<file path="src/hdl/iebm_pkg.sv">
// shared types and constants for the i2c eeprom byte master
// payload structs, configuration struct, action and register codes
// no dependencies
package iebm_pkg;

    // request codes carried in the action field
    localparam logic [1:0] ACT_WRITE = 2'd1;
    localparam logic [1:0] ACT_READ  = 2'd2;

    // configuration register indexes
    localparam int unsigned CFG_INDEX_W = 2;
    localparam logic [CFG_INDEX_W-1:0] CFG_DEVICE_ADDRESS = 2'd0;
    localparam logic [CFG_INDEX_W-1:0] CFG_ACK_TIMEOUT    = 2'd1;
    localparam logic [CFG_INDEX_W-1:0] CFG_PHASE_TICKS    = 2'd2;

    // configuration reset values
    localparam logic [6:0] DEVICE_ADDRESS_RESET = 7'd80;
    localparam logic [7:0] ACK_TIMEOUT_RESET    = 8'd200;
    localparam logic [7:0] PHASE_TICKS_RESET    = 8'd1;

    typedef struct packed {
        logic [1:0] action;
        logic [7:0] mem_address;
        logic [7:0] write_data;
        logic       sda_in;
    } in_item_t;

    typedef struct packed {
        logic       scl_level;
        logic       sda_level;
        logic       busy_res;
        logic       done_res;
        logic       all_acked;
        logic [7:0] read_data;
    } out_item_t;

    typedef struct packed {
        logic [6:0] device_address;
        logic [7:0] ack_timeout;
        logic [7:0] phase_ticks;
    } cfg_set_t;

endpackage

</file>
<file path="src/hdl/iebm_cfg.sv">
// configuration register bank for the i2c eeprom byte master
// depends on iebm_pkg
module iebm_cfg (
    input  logic                                aclk,
    input  logic                                aresetn,
    input  logic                                cfg_valid,
    output logic                                cfg_ready,
    input  logic [iebm_pkg::CFG_INDEX_W-1:0]    cfg_index,
    input  logic [7:0]                          cfg_data,
    output iebm_pkg::cfg_set_t                  cfg_out
);
    import iebm_pkg::*;

    cfg_set_t cfg_reg;

    // writes are always taken
    assign cfg_ready = 1'b1;
    assign cfg_out   = cfg_reg;

    // register writes, unknown indexes dropped
    always_ff @(posedge aclk) begin
        if (!aresetn) begin
            cfg_reg.device_address <= DEVICE_ADDRESS_RESET;
            cfg_reg.ack_timeout    <= ACK_TIMEOUT_RESET;
            cfg_reg.phase_ticks    <= PHASE_TICKS_RESET;
        end else if (cfg_valid) begin
            unique case (cfg_index)
                CFG_DEVICE_ADDRESS: cfg_reg.device_address <= cfg_data[6:0];
                CFG_ACK_TIMEOUT:    cfg_reg.ack_timeout    <= cfg_data;
                CFG_PHASE_TICKS:    cfg_reg.phase_ticks    <= cfg_data;
                default: ;
            endcase
        end
    end

endmodule

</file>
<file path="src/hdl/iebm_seq.sv">
// bus sequencer: phase state, bit and hold counters, one tick per accepted transaction
// depends on iebm_pkg
module iebm_seq (
    input  logic                  aclk,
    input  logic                  aresetn,
    input  logic                  step_en,
    input  iebm_pkg::in_item_t    tick_in,
    input  iebm_pkg::cfg_set_t    cfg,
    output iebm_pkg::out_item_t   tick_res
);
    import iebm_pkg::*;

    typedef enum logic [4:0] {
        PH_IDLE, PH_ST_SDA_HI, PH_ST_SCL_HI, PH_ST_SDA_LO, PH_ST_SCL_LO,
        PH_TX_SET, PH_TX_HI, PH_TX_LO, PH_TX_REL, PH_ACK_WAIT, PH_ACK_LO,
        PH_RX_REL, PH_RX_SET, PH_RX_HI, PH_RX_LO, PH_NACK_HI, PH_NACK_LO,
        PH_SP_SDA_LO, PH_SP_SCL_HI, PH_SP_SDA_HI
    } phase_t;

    // byte slots within one transaction
    localparam logic [2:0] IDX_DEVICE = 3'd0;
    localparam logic [2:0] IDX_MEMORY = 3'd1;
    localparam logic [2:0] IDX_THIRD  = 3'd2;
    localparam logic [2:0] IDX_LAST   = 3'd3;
    localparam logic [3:0] BITS_PER_BYTE = 4'd8;

    phase_t     phase_reg, phase_next, target;
    logic [3:0] bit_count_reg, bit_count_next;
    logic [7:0] shift_byte_reg, shift_byte_next;
    logic [7:0] hold_count_reg, hold_count_next;
    logic [7:0] ack_wait_reg, ack_wait_next;
    logic [2:0] byte_index_reg, byte_index_next;
    logic       is_read_reg, is_read_next;
    logic [7:0] saved_address_reg, saved_address_next;
    logic [7:0] saved_data_reg, saved_data_next;
    logic       acks_good_reg, acks_good_next;
    logic [7:0] received_reg, received_next;
    logic       scl_reg, scl_next;
    logic       sda_reg, sda_next;
    logic       do_enter;
    logic       done;

    // byte to shift out for a given slot
    function automatic logic [7:0] pick_byte(
        input logic [2:0] idx,
        input logic       rd,
        input logic [6:0] dev,
        input logic [7:0] addr,
        input logic [7:0] data
    );
        logic [7:0] dev_byte;
        dev_byte = {dev, 1'b0};
        if (idx == IDX_DEVICE)      pick_byte = dev_byte;
        else if (idx == IDX_MEMORY) pick_byte = addr;
        else if (rd)                pick_byte = dev_byte | 8'd1;
        else                        pick_byte = data;
    endfunction

    // next state for one tick
    always_comb begin
        phase_next         = phase_reg;
        bit_count_next     = bit_count_reg;
        shift_byte_next    = shift_byte_reg;
        hold_count_next    = hold_count_reg;
        ack_wait_next      = ack_wait_reg;
        byte_index_next    = byte_index_reg;
        is_read_next       = is_read_reg;
        saved_address_next = saved_address_reg;
        saved_data_next    = saved_data_reg;
        acks_good_next     = acks_good_reg;
        received_next      = received_reg;
        scl_next           = scl_reg;
        sda_next           = sda_reg;
        target             = PH_IDLE;
        do_enter           = 1'b0;
        done               = 1'b0;

        if (phase_reg == PH_IDLE) begin
            // request latch
            if (tick_in.action == ACT_WRITE || tick_in.action == ACT_READ) begin
                is_read_next       = (tick_in.action == ACT_READ);
                saved_address_next = tick_in.mem_address;
                saved_data_next    = tick_in.write_data;
                acks_good_next     = 1'b1;
                byte_index_next    = IDX_DEVICE;
                bit_count_next     = '0;
                target             = PH_ST_SDA_HI;
                do_enter           = 1'b1;
            end
        end else if (phase_reg == PH_ACK_WAIT) begin
            // acknowledge wait with timeout
            if (!tick_in.sda_in) begin
                target   = PH_ACK_LO;
                do_enter = 1'b1;
            end else if (ack_wait_reg >= cfg.ack_timeout) begin
                acks_good_next = 1'b0;
                target         = PH_ACK_LO;
                do_enter       = 1'b1;
            end else begin
                ack_wait_next = ack_wait_reg + 8'd1;
            end
        end else if (hold_count_reg < cfg.phase_ticks) begin
            hold_count_next = hold_count_reg + 8'd1;
        end else begin
            // end of a held step
            do_enter = 1'b1;
            unique case (phase_reg)
                PH_ST_SDA_HI: target = PH_ST_SCL_HI;
                PH_ST_SCL_HI: target = PH_ST_SDA_LO;
                PH_ST_SDA_LO: target = PH_ST_SCL_LO;
                PH_ST_SCL_LO: begin
                    shift_byte_next = pick_byte(byte_index_reg, is_read_reg,
                        cfg.device_address, saved_address_reg, saved_data_reg);
                    bit_count_next  = '0;
                    target          = PH_TX_SET;
                end
                PH_TX_SET: target = PH_TX_HI;
                PH_TX_HI:  target = PH_TX_LO;
                PH_TX_LO: begin
                    shift_byte_next = {shift_byte_reg[6:0], 1'b0};
                    bit_count_next  = bit_count_reg + 4'd1;
                    target = (bit_count_next >= BITS_PER_BYTE) ? PH_TX_REL : PH_TX_SET;
                end
                PH_TX_REL: target = PH_ACK_WAIT;
                PH_ACK_LO: begin
                    byte_index_next = byte_index_reg + 3'd1;
                    if (is_read_reg && byte_index_next == IDX_THIRD) begin
                        target = PH_ST_SDA_HI;
                    end else if (is_read_reg && byte_index_next >= IDX_LAST) begin
                        target = PH_RX_REL;
                    end else if (!is_read_reg && byte_index_next >= IDX_LAST) begin
                        target = PH_SP_SDA_LO;
                    end else begin
                        shift_byte_next = pick_byte(byte_index_next, is_read_reg,
                            cfg.device_address, saved_address_reg, saved_data_reg);
                        bit_count_next  = '0;
                        target          = PH_TX_SET;
                    end
                end
                PH_RX_REL: target = PH_RX_SET;
                PH_RX_SET: target = PH_RX_HI;
                PH_RX_HI: begin
                    shift_byte_next = {shift_byte_reg[6:0], tick_in.sda_in};
                    target          = PH_RX_LO;
                end
                PH_RX_LO: begin
                    bit_count_next = bit_count_reg + 4'd1;
                    if (bit_count_next >= BITS_PER_BYTE) begin
                        received_next = shift_byte_reg;
                        target        = PH_NACK_HI;
                    end else begin
                        target = PH_RX_SET;
                    end
                end
                PH_NACK_HI:   target = PH_NACK_LO;
                PH_NACK_LO:   target = PH_SP_SDA_LO;
                PH_SP_SDA_LO: target = PH_SP_SCL_HI;
                PH_SP_SCL_HI: target = PH_SP_SDA_HI;
                PH_SP_SDA_HI: begin
                    target = PH_IDLE;
                    done   = 1'b1;
                end
                default: target = PH_IDLE;
            endcase
        end

        // line levels set on entry to a step
        if (do_enter) begin
            phase_next      = target;
            hold_count_next = 8'd1;
            unique case (target)
                PH_ST_SDA_HI: sda_next = 1'b1;
                PH_ST_SCL_HI: scl_next = 1'b1;
                PH_ST_SDA_LO: sda_next = 1'b0;
                PH_ST_SCL_LO: scl_next = 1'b0;
                PH_TX_SET: begin
                    scl_next = 1'b0;
                    sda_next = shift_byte_next[7];
                end
                PH_TX_HI:  scl_next = 1'b1;
                PH_TX_LO:  scl_next = 1'b0;
                PH_TX_REL: sda_next = 1'b1;
                PH_ACK_WAIT: begin
                    scl_next      = 1'b1;
                    ack_wait_next = '0;
                end
                PH_ACK_LO: scl_next = 1'b0;
                PH_RX_REL: begin
                    sda_next        = 1'b1;
                    shift_byte_next = '0;
                    bit_count_next  = '0;
                end
                PH_RX_SET: ;
                PH_RX_HI:  scl_next = 1'b1;
                PH_RX_LO:  scl_next = 1'b0;
                PH_NACK_HI: begin
                    scl_next = 1'b1;
                    sda_next = 1'b1;
                end
                PH_NACK_LO:   scl_next = 1'b0;
                PH_SP_SDA_LO: sda_next = 1'b0;
                PH_SP_SCL_HI: scl_next = 1'b1;
                PH_SP_SDA_HI: sda_next = 1'b1;
                default: begin
                    phase_next = PH_IDLE;
                    scl_next   = 1'b1;
                    sda_next   = 1'b1;
                end
            endcase
        end
    end

    // result of this tick
    always_comb begin
        tick_res.scl_level = scl_next;
        tick_res.sda_level = sda_next;
        tick_res.busy_res  = (phase_next != PH_IDLE);
        tick_res.done_res  = done;
        tick_res.all_acked = acks_good_next;
        tick_res.read_data = received_next;
    end

    // sequencer state, advanced once per accepted transaction
    always_ff @(posedge aclk) begin
        if (!aresetn) begin
            phase_reg         <= PH_IDLE;
            bit_count_reg     <= '0;
            shift_byte_reg    <= '0;
            hold_count_reg    <= '0;
            ack_wait_reg      <= '0;
            byte_index_reg    <= '0;
            is_read_reg       <= 1'b0;
            saved_address_reg <= '0;
            saved_data_reg    <= '0;
            acks_good_reg     <= 1'b1;
            received_reg      <= '0;
            scl_reg           <= 1'b1;
            sda_reg           <= 1'b1;
        end else if (step_en) begin
            phase_reg         <= phase_next;
            bit_count_reg     <= bit_count_next;
            shift_byte_reg    <= shift_byte_next;
            hold_count_reg    <= hold_count_next;
            ack_wait_reg      <= ack_wait_next;
            byte_index_reg    <= byte_index_next;
            is_read_reg       <= is_read_next;
            saved_address_reg <= saved_address_next;
            saved_data_reg    <= saved_data_next;
            acks_good_reg     <= acks_good_next;
            received_reg      <= received_next;
            scl_reg           <= scl_next;
            sda_reg           <= sda_next;
        end
    end

endmodule

</file>
<file path="src/hdl/iebm_out_reg.sv">
// result register between the sequencer and the result channel
// depends on iebm_pkg
module iebm_out_reg (
    input  logic                  aclk,
    input  logic                  aresetn,
    input  logic                  s_valid,
    output logic                  s_ready,
    input  iebm_pkg::out_item_t   res_in,
    output logic                  m_valid,
    input  logic                  m_ready,
    output iebm_pkg::out_item_t   m_data
);
    import iebm_pkg::*;

    logic      valid_reg;
    out_item_t data_reg;

    // room when empty or when the held result leaves this cycle
    assign s_ready = !valid_reg || m_ready;
    assign m_valid = valid_reg;
    assign m_data  = data_reg;

    // valid flag
    always_ff @(posedge aclk) begin
        if (!aresetn) begin
            valid_reg <= 1'b0;
        end else if (s_valid && s_ready) begin
            valid_reg <= 1'b1;
        end else if (m_ready) begin
            valid_reg <= 1'b0;
        end
    end

    // payload
    always_ff @(posedge aclk) begin
        if (s_valid && s_ready) begin
            data_reg <= res_in;
        end
    end

endmodule

</file>
<file path="src/hdl/i2c_eeprom_byte_master_unit.sv">
// Tick-driven I2C master for a serial EEPROM: byte write and random read.
// Every input transaction is one bus tick and yields exactly one result in the
// result register in the following cycle; a tick is accepted in every cycle while
// the result register is empty or being drained, so throughput is one tick per
// clock. The sequencer state advances only on accepted ticks, so stalls on either
// side do not disturb bus timing in tick terms.
// Depends on iebm_pkg, iebm_cfg, iebm_seq and iebm_out_reg.
module i2c_eeprom_byte_master_unit (
    input  logic                                aclk,
    input  logic                                aresetn,
    input  logic                                s_valid,
    output logic                                s_ready,
    input  iebm_pkg::in_item_t                  s_data,
    output logic                                m_valid,
    input  logic                                m_ready,
    output iebm_pkg::out_item_t                 m_data,
    input  logic                                cfg_valid,
    output logic                                cfg_ready,
    input  logic [iebm_pkg::CFG_INDEX_W-1:0]    cfg_index,
    input  logic [7:0]                          cfg_data
);
    import iebm_pkg::*;

    cfg_set_t  cfg;
    out_item_t tick_res;
    logic      step_en;

    assign step_en = s_valid && s_ready;

    // configuration registers
    iebm_cfg u_cfg (
        .aclk      (aclk),
        .aresetn   (aresetn),
        .cfg_valid (cfg_valid),
        .cfg_ready (cfg_ready),
        .cfg_index (cfg_index),
        .cfg_data  (cfg_data),
        .cfg_out   (cfg)
    );

    // bus sequencer
    iebm_seq u_seq (
        .aclk     (aclk),
        .aresetn  (aresetn),
        .step_en  (step_en),
        .tick_in  (s_data),
        .cfg      (cfg),
        .tick_res (tick_res)
    );

    // result register
    iebm_out_reg u_out (
        .aclk    (aclk),
        .aresetn (aresetn),
        .s_valid (s_valid),
        .s_ready (s_ready),
        .res_in  (tick_res),
        .m_valid (m_valid),
        .m_ready (m_ready),
        .m_data  (m_data)
    );

    // an accepted tick always leaves a result behind
    a_accept_gives_result: assert property (@(posedge aclk) disable iff (!aresetn)
        (s_valid && s_ready) |=> m_valid)
        else $error("accepted tick produced no result");

    // completion and busy never reported together
    a_done_not_busy: assert property (@(posedge aclk) disable iff (!aresetn)
        m_valid |-> !(m_data.done_res && m_data.busy_res))
        else $error("done reported while still busy");

    // stop condition leaves both lines released
    a_done_lines_high: assert property (@(posedge aclk) disable iff (!aresetn)
        (m_valid && m_data.done_res) |-> (m_data.scl_level && m_data.sda_level))
        else $error("lines not released at stop completion");

endmodule
</file>
<file path="config.mk">
export PLATFORM = sky130hd
export DESIGN_NAME = i2c_eeprom_byte_master_unit
export DESIGN_NICKNAME = d
export VERILOG_FILES = /design/src/hdl/iebm_pkg.sv /design/src/hdl/iebm_cfg.sv /design/src/hdl/iebm_seq.sv /design/src/hdl/iebm_out_reg.sv /design/src/hdl/i2c_eeprom_byte_master_unit.sv
export SDC_FILE = /design/constraint.sdc
export NUM_CORES = 1
export LEC_CHECK = 0
export BUFFER_PORTS_ARGS = -buffer_cell sky130_fd_sc_hd__buf_4
export CAP_MARGIN = 20
export CORE_MARGIN = 4
export CORE_UTILIZATION = 45
export CTS_CLUSTER_SIZE = 16
export DETAILED_ROUTE_END_ITERATION = 10
export PLACE_DENSITY = 0.66
export SYNTH_ARGS = -nofsm -noshare
export SYNTH_HDL_FRONTEND = slang
export SYNTH_HIERARCHICAL = 1
export SYNTH_SLANG_ARGS = --single-unit
</file>
<file path="constraint.sdc">
create_clock -name aclk -period 5.2 [get_ports aclk]
set_input_delay 0.52 -clock aclk [delete_from_list [all_inputs] [get_ports aclk]]
set_output_delay 0.52 -clock aclk [all_outputs]
set_load 0.1 [all_outputs]
</file>
Word-level counts from Yosys, hierarchy flattened
Cells that the tools add are included.

storage, ports and cells
  flip-flop bits (word level) = 101
  bits of input ports = 34
  logic and storage cells = 186

cells by class
  $add $sub $neg = 4
  $lt $le $gt $ge = 4
  equal/unequal tests = 50
  multiplexer cells = 76
  reductions and logical operators = 29

operator list
  kind                                                    number
  2-to-1 mux 8 bit                                        28
  one-hot mux 5 bit (17 select lines)                     1
  == test 5 x 4 -> 1 bit (second input constant)          16
  2-to-1 mux 5 bit                                        9
  2-to-1 mux 4 bit                                        11
  == test 5 x 3 -> 1 bit (second input constant)          8
  == test 5 bit (second input constant)                   8
  one-hot mux 8 bit (4 select lines)                      1
  == test 5 x 2 -> 1 bit (second input constant)          4
  OR reduction 19 bit                                     1
  2-to-1 mux 1 bit                                        17
  adder 8 x 1 -> 8 bit (second input constant)            2
  2-to-1 mux 3 bit                                        5
  one-hot mux 4 bit (3 select lines)                      1
  OR reduction 11 bit                                     1
  == test 5 x 1 -> 1 bit (second input constant)          2
  greater-or-equal comparator 8 bit                       1
  less-than comparator 8 bit                              1
  inequality test 2 x 1 -> 1 bit (second input constant)  4
  OR reduction 7 bit                                      1
  == test 3 x 1 -> 1 bit (second input constant)          2
  logical NOT 3 bit                                       2
  AND reduction 2 bit                                     3
  nonzero test 2 bit                                      3
  other kinds (23)                                        31

Depth between registers and ports, before layout
Gate-level depths: netlist (run 1).

  depth in word-level cells = 15
  depth in mapped cells = 12

By module
The synthesis (run 1) kept the hierarchy.

by module, submodules not included
  module                       times used  cells each  area each (sq um)  sequential area each (sq um)
  iebm_seq                     1           575         4337.9             1281.2
  iebm_cfg                     1           93          917.1              460.4
  iebm_out_reg                 1           18          447.9              410.4
  i2c_eeprom_byte_master_unit  1           1           6.3                0.0

Worst setup path before layout (run 1)
OpenSTA, ideal clock, no wires.

  kind = reg2reg
  from = register u_cfg.cfg_reg, in the netlist u_cfg/cfg_out[4]
  to = register u_out.data_reg, in the netlist u_out/m_data[12], data pin
  arrival time = 2.442 ns
  required time = 4.949 ns
  slack = 2.506 ns
  cell stages (with the launch flop) = 13
  buffers on the path = 2
  path through = dfxtp_1 inv_1 ha_1 o21a_1 a21oi_1 o31ai_1 and4_1 clkbuf_1 nand2_1 o22a_1 a31oi_1 nor2_1 buf_4

on the way
  cells in the longest elaborated chain, start to end = 8
  elaborated cells on any way between the ends = 24

ends and longest elaborated chain
  item                                                                RTL line            text
  start, declared                                                     iebm_cfg.sv:14      cfg_set_t cfg_reg;
  less-than comparator 8 bit (*)                                      iebm_seq.sv:102     end else if (hold_count_reg < cfg.phase_ticks) begin
  2-to-1 mux 5 bit                                                    iebm_seq.sv:102
  2-to-1 mux 5 bit                                                    iebm_seq.sv:90      end else if (phase_reg == PH_ACK_WAIT) begin
  2-to-1 mux 5 bit                                                    iebm_seq.sv:78      if (phase_reg == PH_IDLE) begin
  == test 5 x 1 -> 1 bit, or another cell as far along                iebm_seq.sv:171     unique case (target)
  OR reduction 7 bit (no line) or OR reduction 6 bit (tied branches)  -
  one-hot mux 1 bit (2 select lines)                                  iebm_seq.sv:171
  2-to-1 mux 1 bit (*)                                                iebm_seq.sv:168     if (do_enter) begin
  net u_seq.scl_next                                                  iebm_seq.sv:38      logic scl_reg, scl_next;
  end signal, assigned                                                iebm_out_reg.sv:37  data_reg <= res_in;
  end, declared                                                       iebm_out_reg.sv:16  out_item_t data_reg;

The timed path passes the listed nets; every way through them passes the cells marked *.
A chain may end at the register's enable or synchronous reset.

Worst setup path in the final report (run 1)
  from = register u_seq.phase_reg[1]
  to = register u_seq.shift_byte_reg[0]

on the way
  cells in the longest elaborated chain, start to end = 8
  elaborated cells on any way between the ends = 32

ends and longest elaborated chain
  item                                         RTL line         text
  start, declared                              iebm_seq.sv:27   phase_t phase_reg, phase_next, target;
  start signal, assigned                       iebm_seq.sv:240  phase_reg <= phase_next;
  == test 5 bit, or another cell as far along  iebm_seq.sv:107  unique case (phase_reg)
  one-hot mux 5 bit (17 select lines)          iebm_seq.sv:107
  2-to-1 mux 5 bit                             iebm_seq.sv:102
  2-to-1 mux 5 bit                             iebm_seq.sv:90
  2-to-1 mux 5 bit                             iebm_seq.sv:78
  == test 5 x 4 -> 1 bit                       iebm_seq.sv:171
  2-to-1 mux 8 bit                             iebm_seq.sv:171
  2-to-1 mux 8 bit (*)                         iebm_seq.sv:168
  end signal, assigned                         iebm_seq.sv:242  shift_byte_reg <= shift_byte_next;
  end, declared                                iebm_seq.sv:29   logic [7:0] shift_byte_reg, shift_byte_next;

Every way passes the cells marked *; elsewhere a longest branch is shown, timed or not.

==> results of run 1 <==
synthesized netlist by cell type, types with 3 or more instances:
cell type,instances,area (µm²)
sky130_fd_sc_hd__nand2_1,108,405
sky130_fd_sc_hd__dfxtp_1,88,1760
sky130_fd_sc_hd__a21oi_1,53,265
sky130_fd_sc_hd__nor2_1,52,195
sky130_fd_sc_hd__inv_1,35,131
sky130_fd_sc_hd__ha_1,25,313
sky130_fd_sc_hd__o21ai_0,25,125
sky130_fd_sc_hd__clkbuf_1,24,90.1
sky130_fd_sc_hd__mux2i_1,23,230
sky130_fd_sc_hd__nand3_1,16,80.1
sky130_fd_sc_hd__edfxtp_1,13,390
sky130_fd_sc_hd__nor2b_1,13,81.3
sky130_fd_sc_hd__a211o_1,11,96.3
sky130_fd_sc_hd__o22ai_1,11,68.8
sky130_fd_sc_hd__xor2_1,11,96.3
sky130_fd_sc_hd__nand2b_1,10,62.6
sky130_fd_sc_hd__nor3_1,10,50.1
sky130_fd_sc_hd__nand4_1,9,56.3
sky130_fd_sc_hd__a31oi_1,8,50.1
sky130_fd_sc_hd__mux2_2,8,90.1
sky130_fd_sc_hd__o221ai_1,8,70.1
sky130_fd_sc_hd__and3_1,7,43.8
sky130_fd_sc_hd__buf_2,7,35.0
sky130_fd_sc_hd__o211ai_1,7,52.6
sky130_fd_sc_hd__a211oi_1,6,45.0
sky130_fd_sc_hd__a22o_1,6,52.6
sky130_fd_sc_hd__buf_4,6,45.0
sky130_fd_sc_hd__or3_1,6,37.5
sky130_fd_sc_hd__a22oi_1,5,37.5
sky130_fd_sc_hd__and2_1,5,31.3
sky130_fd_sc_hd__nand3b_1,5,37.5
sky130_fd_sc_hd__xnor2_1,5,43.8
sky130_fd_sc_hd__a21o_1,4,30.0
sky130_fd_sc_hd__o31ai_1,4,30.0
sky130_fd_sc_hd__nand4b_1,3,26.3
sky130_fd_sc_hd__nor4_1,3,18.8
sky130_fd_sc_hd__o2111ai_1,3,26.3
sky130_fd_sc_hd__o21a_1,3,22.5
sky130_fd_sc_hd__or2_2,3,18.8
sky130_fd_sc_hd__or4_1,3,22.5
metal layers:
metal | share of wire | vias up | GRT usage
met5 | 0 | - | 0
met4 | 0.017 | 0 | 0.0637
met3 | 0.067 | 22 | 0.0468
met2 | 0.46 | 180 | 0.330
met1 | 0.46 | 2397 | 0.273
li1 | - | 2484 | -
layout make-up:
class / count / area, µm² / share of cell area
clock buffers: 12 / 267 / 0.0416
flip-flops and latches: 101 / 2150 / 0.336
well taps: 168 / 210 / 0.0328
repair buffers: 50 / 375 / 0.0586
inverters: 35 / 131 / 0.0205
multi-input cells: 511 / 3240 / 0.505
clock inverters: 4 / 31.3 / 0.00488
power by group through the flow:
stage | Clock, W | Sequential, W | Combinational [W]
3_5_place_dp | 0 | 0.000857 | 0.000239
6_report | 0.000663 | 0.000840 | 0.000240
5_1_grt | 0.000709 | 0.000843 | 0.000262
4_1_cts | 0.000679 | 0.000839 | 0.000240
2_1_floorplan | 0 | 0.000894 | 0.000137
3_3_place_gp | 0 | 0.000856 | 0.000236
worst reg2reg max path, cell delays in order, from the launching register on:
cell	delay, ns
sky130_fd_sc_hd__dfxtp_1	0.76
sky130_fd_sc_hd__nor2b_1	0.36
sky130_fd_sc_hd__nand3_1	0.25
sky130_fd_sc_hd__o31ai_2	0.53
sky130_fd_sc_hd__o221ai_1	0.31
sky130_fd_sc_hd__nor4_4	0.49
sky130_fd_sc_hd__o22ai_1	0.28
sky130_fd_sc_hd__a22o_1	0.30
worst max-delay path by stage:
| stage | startpoint | to | slack (ns) | cells after the start |
|---|---|---|---|---|
| 3_3_place_gp | m_ready | u_seq/ack_wait_reg[7]$_SDFFE_PN0P_ | 1.84 | 9 |
| 4_1_cts | u_seq/ack_wait_reg[0]$_SDFFE_PN0P_ | u_seq/ack_wait_reg[5]$_SDFFE_PN0P_ | 1.92 | 9 |
| 6_report | u_seq/phase_reg[1]$_SDFFE_PN0P_ | u_seq/shift_byte_reg[0]$_SDFFE_PN0P_ | 1.82 | 7 |
| 2_1_floorplan | u_cfg/cfg_out[4]$_SDFFE_PN0P_ | u_out/m_data[12]$_DFFE_PP_ | 2.51 | 12 |
| 5_1_grt | u_seq/phase_reg[1]$_SDFFE_PN0P_ | u_seq/ack_wait_reg[6]$_SDFFE_PN0P_ | 1.56 | 7 |
| 3_5_place_dp | m_ready | u_seq/ack_wait_reg[7]$_SDFFE_PN0P_ | 1.74 | 9 |
cells by family after synthesis:
| kind of cell | after synthesis | synth area share |
|---|---|---|
| compound gates | 168 | 0.195 |
| mux | 31 | 0.0561 |
| simple gates | 270 | 0.235 |
| xor+xnor | 16 | 0.0245 |
| buf+inv | 75 | 0.0561 |
| other cells | 1 | 0.000657 |
| fa+ha+maj | 25 | 0.0548 |
| flops | 101 | 0.377 |
through the flow:
step | setup WS (ns) | power [W] | area (µm²)
3_3_place_gp | 1.84 | 0.00109 | 6110
6_report | 1.82 | 0.00174 | 6400
5_1_grt | 1.56 | 0.00181 | 6400
2_1_floorplan | 2.51 | 0.00103 | 5710
4_1_cts | 1.92 | 0.00176 | 6400
3_5_place_dp | 1.74 | 0.00110 | 6110
==> flow_metrics.env, run 1 <==
export IMPL_hold_end="u_seq/saved_data_reg[1]$_SDFFE_PN0P_"
export IMPL_hpwlAfterDp_mm=10.5
export IMPL_power_density_mw_per_mm2=272
export IMPL_grt_max_degree=42
export IMPL_outcome="finished clean"
export IMPL_postSynthRegisterBits=101
export IMPL_total_via_count_after_detailed_routing=5083
export IMPL_synthesis_yosys_warnings=6
export IMPL_globalplace_congestion=0.919
export IMPL_hold_path_startpoint="s_data[2]"
export IMPL_setup_viol=0
export IMPL_worstSetupStartpointType="register"
export IMPL_grt_antenna_before_repair=0
export IMPL_timing_setup_tns_ns=0
export IMPL_timing_hold_worst_class="in2reg"
export IMPL_syn_inst=687
export IMPL_post_drt_wl_per_cell_um=16.4
export IMPL_post_layout_nonfiller_instances=881
export IMPL_cp_num_buf_inv=0
export IMPL_reg2reg_depth=7
export IMPL_proportion_of_layout_cells_with_a_drive_suffix_above_1=0.123
export IMPL_cap_violations=0
export IMPL_min_path_cells=3
export IMPL_finalMaxSlewViolations=0
export IMPL_fp_coreArea_mm2=0.0122
export IMPL_setup_worst_path_end_class="register"
export IMPL_clockRootBuffer="sky130_fd_sc_hd__clkbuf_16"
export IMPL_floorplan_initialDensity=0.468
export IMPL_worst_endpoint_arrival_ns=3.63
export IMPL_cts_buffers_inserted=9
export IMPL_postSynthNetCount=746
export IMPL_power_switching_w=0.000484
export IMPL_reg2reg_setup_slack_ns=1.82
export IMPL_ys_dominant_reg_cell="sky130_fd_sc_hd__dfxtp_1"
export IMPL_yosysSeqAreaShare=0.377
export IMPL_worst_r2r_endpoint="u_seq/shift_byte_reg[0]$_SDFFE_PN0P_"
export IMPL_post_route_period_util=0.651
export IMPL_numPlacedInstances=865
export IMPL_timing_fmax_mhz=295
export IMPL_globalRouteOverflowTotal=0
export IMPL_r2r_start="u_seq/phase_reg[1]$_SDFFE_PN0P_"
export IMPL_dr_first_iter_drc_count=565
export IMPL_final_hold_violation_count=0
export IMPL_yosys_cell_types_count=68
export IMPL_worstMarginPinSlew_ns=0.951
export IMPL_number_of_global_route_vias_before_repair=4797
export IMPL_final_common_cell="sky130_fd_sc_hd__nand2_1"
export IMPL_clock_sink_count=101
export IMPL_io_pin_count=50
export IMPL_syn_area_mm2=0.00571
export IMPL_largest_register_ff_count=23
export IMPL_power_leakage_nw=2.58
export IMPL_routed_wl_mm=14.5
export IMPL_diodes=0
export IMPL_crit_path_cell_trace="nor2b_1 -> nand3_1 -> o31ai_2 -> o221ai_1 -> nor4_4 -> o22ai_1 -> a22o_1"
export IMPL_vias_per_cell=5.77
export IMPL_minimum_period_implied_by_the_final_worst_setup_slack_ns=3.38
export IMPL_async_reset_ff_frac=0
export IMPL_clk_insertion_delay_late_ns=0.36
export IMPL_postRouteAntennaNets=0
export IMPL_slew_headroom=0.360
export IMPL_worst_path_dominant_cell_family="compound AO/OA/AOI/OAI gates"
export IMPL_mean_instance_size_in_the_synthesized_netlist_um2=8.31
export IMPL_synth_edf_count=13
export IMPL_final_net_count=767
export IMPL_finish_utilization=0.524
export IMPL_power_report_internal_total_w=0.00126
export IMPL_power_frac_clock=0.380
export IMPL_power_share_sequential=0.482
export IMPL_first_pass_grt_wire_length_mm=24.1
export IMPL_cp_required_ns=5.44
export IMPL_dieArea_mm2=0.0146
export IMPL_clock_h_tree_levels=3
export IMPL_netSwitchingFraction=0.278
export IMPL_worst_setup_hold_path_clk_slew_ns=0.08
export IMPL_drt_pass1_iterations=5
export IMPL_combPwrFrac=0.138
export IMPL_floorplan_die_width_um=121
export IMPL_grt_total_usage=0.205
export IMPL_clock_path_buffers=2
export IMPL_cts_repair_timing_setup_buffer_count=0
export IMPL_final_cell_mix="108 x sky130_fd_sc_hd__nand2_1, 88 x sky130_fd_sc_hd__dfxtp_1, 53 x sky130_fd_sc_hd__a21oi_1, 52 x sky130_fd_sc_hd__nor2_1, 50 x sky130_fd_sc_hd__buf_4"
export IMPL_final_setup_skew_ns=0.0127
export IMPL_slowest_delay_ns=0.76
export IMPL_post_cts_resize_count=0
export IMPL_critPathMaxFanout=21
export IMPL_fin_worst_hold_slack_ns=0.415
export IMPL_holdBufCountCts=0
export IMPL_setup_repair_after_global_routing_missed_its_margin="no"
export IMPL_floorplan_rows=40
export IMPL_portBuffers=48
export IMPL_dieHeight_um=121
export IMPL_crit_type="reg2reg"
export IMPL_final_fill_count=1194
export IMPL_syn_to_final_growth_pct=12.2
export IMPL_clock_tree_from_tritoncts="yes"
export IMPL_drc_errors=0
export IMPL_crit_path_top_delay_cell="sky130_fd_sc_hd__dfxtp_1"
export IMPL_maximum_vdd_drop_mv=0.236
Note: power is estimated with default switching activity, not from simulation.
==> run 2, diff against run 1 <==
clock period = 3.24 ns   (was 5.2 ns; I/O delays follow)
==> flow_metrics.env, run 2 (synthesized netlist as in run 1, its figures left out) <==
export IMPL_hold_end="u_seq/saved_address_reg[1]$_SDFFE_PN0P_"
export IMPL_worstMarginPinSlew_ns=0.877
export IMPL_setup_repair_after_global_routing_missed_its_margin="no"
export IMPL_power_density_mw_per_mm2=444
export IMPL_final_setup_skew_ns=0.00784
export IMPL_fp_coreArea_mm2=0.0122
export IMPL_cap_violations=0
export IMPL_worst_endpoint_arrival_ns=3.11
export IMPL_first_pass_grt_wire_length_mm=23.9
export IMPL_dieHeight_um=121
export IMPL_number_of_global_route_vias_before_repair=4894
export IMPL_critPathMaxFanout=10
export IMPL_outcome="finished clean"
export IMPL_post_layout_nonfiller_instances=898
export IMPL_ff_latch_area_mm2=0.00215
export IMPL_cts_repair_timing_setup_buffer_count=0
export IMPL_worst_r2r_endpoint="u_out/m_data[11]$_DFFE_PP_"
export IMPL_setup_viol=0
export IMPL_final_cell_mix="108 x sky130_fd_sc_hd__nand2_1, 88 x sky130_fd_sc_hd__dfxtp_1, 67 x sky130_fd_sc_hd__buf_4, 53 x sky130_fd_sc_hd__a21oi_1, 52 x sky130_fd_sc_hd__nor2_1"
export IMPL_timing_hold_worst_class="in2reg"
export IMPL_final_fill_count=1184
export IMPL_vias_per_cell=5.67
export IMPL_syn_to_final_growth_pct=14.9
export IMPL_reg2reg_depth=10
export IMPL_finalMaxSlewViolations=0
export IMPL_drc_errors=0
export IMPL_hpwlAfterDp_mm=10.8
export IMPL_io_pin_count=50
export IMPL_globalplace_congestion=0.912
export IMPL_timing_final_ws_setup_ns=0.218
export IMPL_post_place_ws_ns=0.263
export IMPL_grt_total_usage=0.203
export IMPL_post_cts_resize_count=0
export IMPL_dr_first_iter_drc_count=444
export IMPL_dieArea_mm2=0.0146
export IMPL_holdBufCountCts=0
export IMPL_globalRouteOverflowTotal=0
export IMPL_minimum_period_implied_by_the_final_worst_setup_slack_ns=3.02
export IMPL_clock_sink_count=101
export IMPL_drt_pass1_iterations=5
export IMPL_floorplan_initialDensity=0.468
export IMPL_maximum_vdd_drop_mv=0.350
export IMPL_grt_max_degree=42
export IMPL_clk_insertion_delay_late_ns=0.35
export IMPL_clockRootBuffer="sky130_fd_sc_hd__clkbuf_16"
export IMPL_timing_setup_tns_ns=0
export IMPL_largest_register_ff_count=23
export IMPL_final_common_cell="sky130_fd_sc_hd__nand2_1"
export IMPL_diodes=0
export IMPL_finish_utilization=0.537
export IMPL_clock_h_tree_levels=3
export IMPL_hold_path_startpoint="s_data[10]"
export IMPL_clock_path_buffers=2
export IMPL_timing_fmax_mhz=331
export IMPL_reg2reg_setup_slack_ns=0.22
export IMPL_routed_wl_mm=14.6
export IMPL_clock_tree_from_tritoncts="yes"
export IMPL_slew_headroom=0.410
export IMPL_proportion_of_layout_cells_with_a_drive_suffix_above_1=0.144
export IMPL_min_path_cells=3
export IMPL_power_leakage_nw=2.67
export IMPL_numPlacedInstances=882
export IMPL_post_route_period_util=0.933
export IMPL_floorplan_rows=40
export IMPL_portBuffers=48
export IMPL_postRouteAntennaNets=0
export IMPL_post_drt_wl_per_cell_um=16.2
export IMPL_cts_buffers_inserted=9
export IMPL_setup_worst_path_end_class="register"
export IMPL_worstSetupStartpointType="register"
export IMPL_cp_required_ns=3.33
export IMPL_r2r_start="u_cfg/cfg_out[4]$_SDFFE_PN0P_"
export IMPL_total_via_count_after_detailed_routing=5094
export IMPL_multiInputGateArea_mm2=0.00324
export IMPL_worst_setup_hold_path_clk_slew_ns=0.07
export IMPL_crit_type="reg2reg"
export IMPL_floorplan_die_width_um=121
export IMPL_grt_antenna_before_repair=0
export IMPL_final_net_count=784
export IMPL_final_hold_violation_count=0
## run 2: through the flow
| step | hold slack [ns] | total power, W | cell area, µm² |
|---|---|---|---|
| 6_report | 0.217 | 0.00291 | 6560 |
| 5_1_grt | 0.206 | 0.00304 | 6560 |
| 4_1_cts | 0.202 | 0.00294 | 6560 |
| 3_5_place_dp | 0.449 | 0.00177 | 6230 |
| 3_3_place_gp | 0.445 | 0.00176 | 6230 |
| 2_1_floorplan | 0.435 | 0.00166 | 5710 |
## run 2: final cells by class
type                    count  area share
repair buffers             67      0.0767
inverters                  35      0.0200
clock buffers               9      0.0343
flip-flops and latches    101       0.328
multi-input cells         511       0.494
well taps                 168      0.0320
clock inverters             7      0.0153
## run 2: where the power goes
part	internal (W)	total (W)	switching [W]
clock network	0.000681	0.00117	0.000488
logic	0.000130	0.000402	0.000272
registers	0.00131	0.00134	0.0000327
total	0.00212	0.00291	0.000793
## run 2: worst max path at each step
stage	from	end	slack, ns	depth (start not counted)
detailed placement	u_cfg/cfg_out[2]$_SDFFE_PN0P_	u_seq/hold_count_reg[1]$_SDFFE_PN0P_	0.26	9
finish	u_cfg/cfg_out[4]$_SDFFE_PN0P_	u_out/m_data[11]$_DFFE_PP_	0.22	10
global placement	u_cfg/cfg_out[1]$_SDFFE_PN0P_	u_seq/hold_count_reg[6]$_SDFFE_PN0P_	0.37	9
global route	u_cfg/cfg_out[3]$_SDFFE_PN0P_	u_out/m_data[11]$_DFFE_PP_	0.02	10
floorplan	u_cfg/cfg_out[4]$_SDFFE_PN0P_	u_out/m_data[12]$_DFFE_PP_	0.55	12
CTS	u_cfg/cfg_out[2]$_SDFFE_PN0P_	u_seq/hold_count_reg[6]$_SDFFE_PN0P_	0.20	9
## run 2: per-layer routing
layer	GRT usage	vias to the layer above	share of wire
met5	0	-	0
met4	0.0708	0	0.022
met3	0.0529	29	0.070
met2	0.322	189	0.46
met1	0.268	2361	0.45
li1	-	2515	-
## run 2: critical path: stages (launching register included)
cell	delay (ns)
sky130_fd_sc_hd__dfxtp_1	0.33
sky130_fd_sc_hd__inv_1	0.05
sky130_fd_sc_hd__ha_1	0.27
sky130_fd_sc_hd__o21a_1	0.12
sky130_fd_sc_hd__a21oi_1	0.08
sky130_fd_sc_hd__o31a_1	0.44
sky130_fd_sc_hd__a221oi_2	0.64
sky130_fd_sc_hd__nor2b_1	0.36
sky130_fd_sc_hd__nor3_1	0.10
sky130_fd_sc_hd__a31oi_1	0.24
sky130_fd_sc_hd__o21ai_0	0.12
==> run 3, diff against run 2 <==
SYNTH_HIERARCHICAL = not set   (was 1)
==> flow_metrics.env, run 3 <==
export IMPL_multiInputGateArea_mm2=0.00315
export IMPL_syn_to_final_growth_pct=15.4
export IMPL_floorplan_rows=40
export IMPL_post_drt_wl_per_cell_um=16.0
export IMPL_cts_repair_timing_setup_buffer_count=0
export IMPL_final_common_cell="sky130_fd_sc_hd__dfxtp_1"
export IMPL_proportion_of_layout_cells_with_a_drive_suffix_above_1=0.157
export IMPL_setup_repair_after_global_routing_missed_its_margin="no"
export IMPL_setup_worst_path_end_class="register"
export IMPL_critPathMaxFanout=5
export IMPL_hpwlAfterDp_mm=10.4
export IMPL_floorplan_die_width_um=119
export IMPL_postSynthNetCount=722
export IMPL_synth_edf_count=13
export IMPL_postSynthRegisterBits=101
export IMPL_io_pin_count=50
export IMPL_fp_coreArea_mm2=0.0121
export IMPL_portBuffers=48
export IMPL_grt_total_usage=0.206
export IMPL_minimum_period_implied_by_the_final_worst_setup_slack_ns=3.11
export IMPL_vias_per_cell=5.61
export IMPL_final_setup_skew_ns=0.00520
export IMPL_finalMaxSlewViolations=0
export IMPL_clock_tree_from_tritoncts="yes"
export IMPL_mean_instance_size_in_the_synthesized_netlist_um2=8.39
export IMPL_crit_type="reg2reg"
export IMPL_dieHeight_um=119
export IMPL_syn_inst=663
export IMPL_stdcell_area_mm2=0.00642
export IMPL_final_cell_mix="88 x sky130_fd_sc_hd__dfxtp_1, 81 x sky130_fd_sc_hd__nor2_1, 79 x sky130_fd_sc_hd__nand2_1, 67 x sky130_fd_sc_hd__buf_4, 54 x sky130_fd_sc_hd__a21oi_1"
export IMPL_worst_endpoint_arrival_ns=3.21
export IMPL_yosys_cell_count_top_type="sky130_fd_sc_hd__dfxtp_1"
export IMPL_synthesis_yosys_warnings=0
export IMPL_drt_pass1_iterations=5
export IMPL_final_net_count=763
export IMPL_globalRouteOverflowTotal=0
export IMPL_dieArea_mm2=0.0142
export IMPL_async_reset_ff_frac=0
export IMPL_globalplace_congestion=0.890
export IMPL_fin_total_pwr_w=0.00286
export IMPL_reg2reg_setup_slack_ns=0.13
export IMPL_yosys_cell_types_count=73
export IMPL_timing_setup_tns_ns=0
export IMPL_power_density_mw_per_mm2=445
export IMPL_worstMarginPinSlew_ns=0.960
export IMPL_drc_errors=0
export IMPL_clockRootBuffer="sky130_fd_sc_hd__clkbuf_16"
export IMPL_synthTopCellsByCount="88 x sky130_fd_sc_hd__dfxtp_1, 81 x sky130_fd_sc_hd__nor2_1, 79 x sky130_fd_sc_hd__nand2_1"
export IMPL_yosysTopAreaCellShare=0.317
export IMPL_min_path_cells=3
export IMPL_dr_first_iter_drc_count=335
export IMPL_netlist_top_cells_area="sky130_fd_sc_hd__dfxtp_1 32%, sky130_fd_sc_hd__edfxtp_1 7.0%, sky130_fd_sc_hd__ha_1 5.6%"
export IMPL_timing_hold_worst_class="in2reg"
export IMPL_reg2reg_depth=11
export IMPL_first_pass_grt_wire_length_mm=23.7
export IMPL_routed_wl_mm=14.0
export IMPL_slew_headroom=0.359
export IMPL_clock_path_buffers=2
export IMPL_postRouteAntennaNets=0
export IMPL_outcome="finished clean"
export IMPL_syn_area_mm2=0.00556
export IMPL_clock_sink_count=101
export IMPL_final_fill_count=1144
export IMPL_grt_max_degree=56
export IMPL_ff_latch_area_mm2=0.00215
export IMPL_cts_buffers_inserted=9
export IMPL_maximum_vdd_drop_mv=0.374
export IMPL_grt_antenna_before_repair=0
export IMPL_power_leakage_nw=2.49
export IMPL_post_route_period_util=0.960
export IMPL_largest_register_ff_count=23
export IMPL_worst_setup_hold_path_clk_slew_ns=0.07
export IMPL_number_of_global_route_vias_before_repair=4738
export IMPL_cap_violations=0
export IMPL_clock_h_tree_levels=3
export IMPL_floorplan_initialDensity=0.461
export IMPL_final_hold_violation_count=0
export IMPL_yosysTopAreaCell="sky130_fd_sc_hd__dfxtp_1"
export IMPL_cp_required_ns=3.34
export IMPL_worstSetupStartpointType="register"
export IMPL_placed_area_mm2=0.00611
export IMPL_numPlacedInstances=861
export IMPL_clk_insertion_delay_late_ns=0.35
export IMPL_ys_dominant_reg_cell="sky130_fd_sc_hd__dfxtp_1"
export IMPL_setup_viol=0
export IMPL_timing_fmax_mhz=322
export IMPL_post_layout_nonfiller_instances=877
export IMPL_yosysSeqAreaShare=0.387
export IMPL_total_via_count_after_detailed_routing=4918
export IMPL_diodes=0
==> run 3: changes by cell type after synthesis, sizes merged, moves of 6 or more <==
cell,previous run,this run
o22a,2,8
a31oi,8,1
nand2,108,80
a22o,6,0
nor3,11,24
inv,35,29
nor2,53,81
a211o,11,2
==> run 3: routing by layer <==
metal | part of all wire | vias up | global-route usage | wire length (µm)
met5 | 0 | - | 0 | 0
met4 | 0.014 | 0 | 0.0615 | 201
met3 | 0.035 | 14 | 0.0394 | 497
met2 | 0.49 | 94 | 0.345 | 6870
met1 | 0.46 | 2359 | 0.268 | 6480
li1 | - | 2451 | - | -
==> run 3: area by class of cell <==
cell class                 count  share of cell area
multi-input combinational    496               0.491
inverter                      29              0.0170
sequential                   101               0.335
timing repair buffer          67              0.0784
clock buffer                  10              0.0357
tap                          168              0.0328
clock inverter                 6             0.00955
==> run 3: cells by family (layout without fill, tap and decap cells) <==
logic type,count (synthesis),after routing,share of synthesized area
simple gates,260,260,0.224
xor+xnor,16,16,0.0252
buf+inv,66,112,0.0488
other cells,1,1,0.000674
fa+ha+maj,25,25,0.0562
compound gates,161,161,0.197
flops,101,101,0.387
mux,33,33,0.0612
==> run 3: power by group <==
group | internal [W] | switching [W]
registers | 0.00132 | 0.0000305
logic | 0.000150 | 0.000297
clock network | 0.000598 | 0.000463
total | 0.00206 | 0.000790
==> run 3: stage by stage <==
stage / hold slack (ns) / setup slack [ns] / util
6_report: 0.216 / 0.131 / 0.532
5_1_grt: 0.214 / 0.00857 / 0.532
4_1_cts: 0.205 / 0.158 / 0.531
3_5_place_dp: 0.446 / 0.189 / 0.507
3_3_place_gp: 0.439 / 0.254 / 0.507
2_1_floorplan: 0.434 / 0.222 / -
==> run 3: final timing paths <==
path	startpoint	endpoint
worst max-delay path	u_seq.byte_index_reg[0]$_SDFFE_PN0P_	u_out.m_data[11]$_DFFE_PP_
worst min-delay path	s_data[13]	u_seq.saved_address_reg[4]$_SDFFE_PN0P_
worst max register to register	u_seq.byte_index_reg[0]$_SDFFE_PN0P_	u_out.m_data[11]$_DFFE_PP_
worst min register to register	u_seq.received_reg[7]$_SDFFE_PN0P_	u_seq.received_reg[7]$_SDFFE_PN0P_
==> run 3: timing repair <==
action,4_1_cts,5_1_grt
hold buffers,0,0
endpoints found under the setup margin,0,28
gates resized for setup,0,3
==> run 3: critical path: stages (launching register included) <==
cell and delay (ns):
sky130_fd_sc_hd__dfxtp_1 0.41, sky130_fd_sc_hd__inv_1 0.12, sky130_fd_sc_hd__ha_1 0.31, sky130_fd_sc_hd__nor2b_1 0.15, sky130_fd_sc_hd__a2111oi_0 0.40, sky130_fd_sc_hd__buf_4 0.19
sky130_fd_sc_hd__nor2_1 0.08, sky130_fd_sc_hd__or4_1 0.43, sky130_fd_sc_hd__a22oi_1 0.27, sky130_fd_sc_hd__and3_1 0.22, sky130_fd_sc_hd__a311oi_1 0.06, sky130_fd_sc_hd__or2_1 0.22
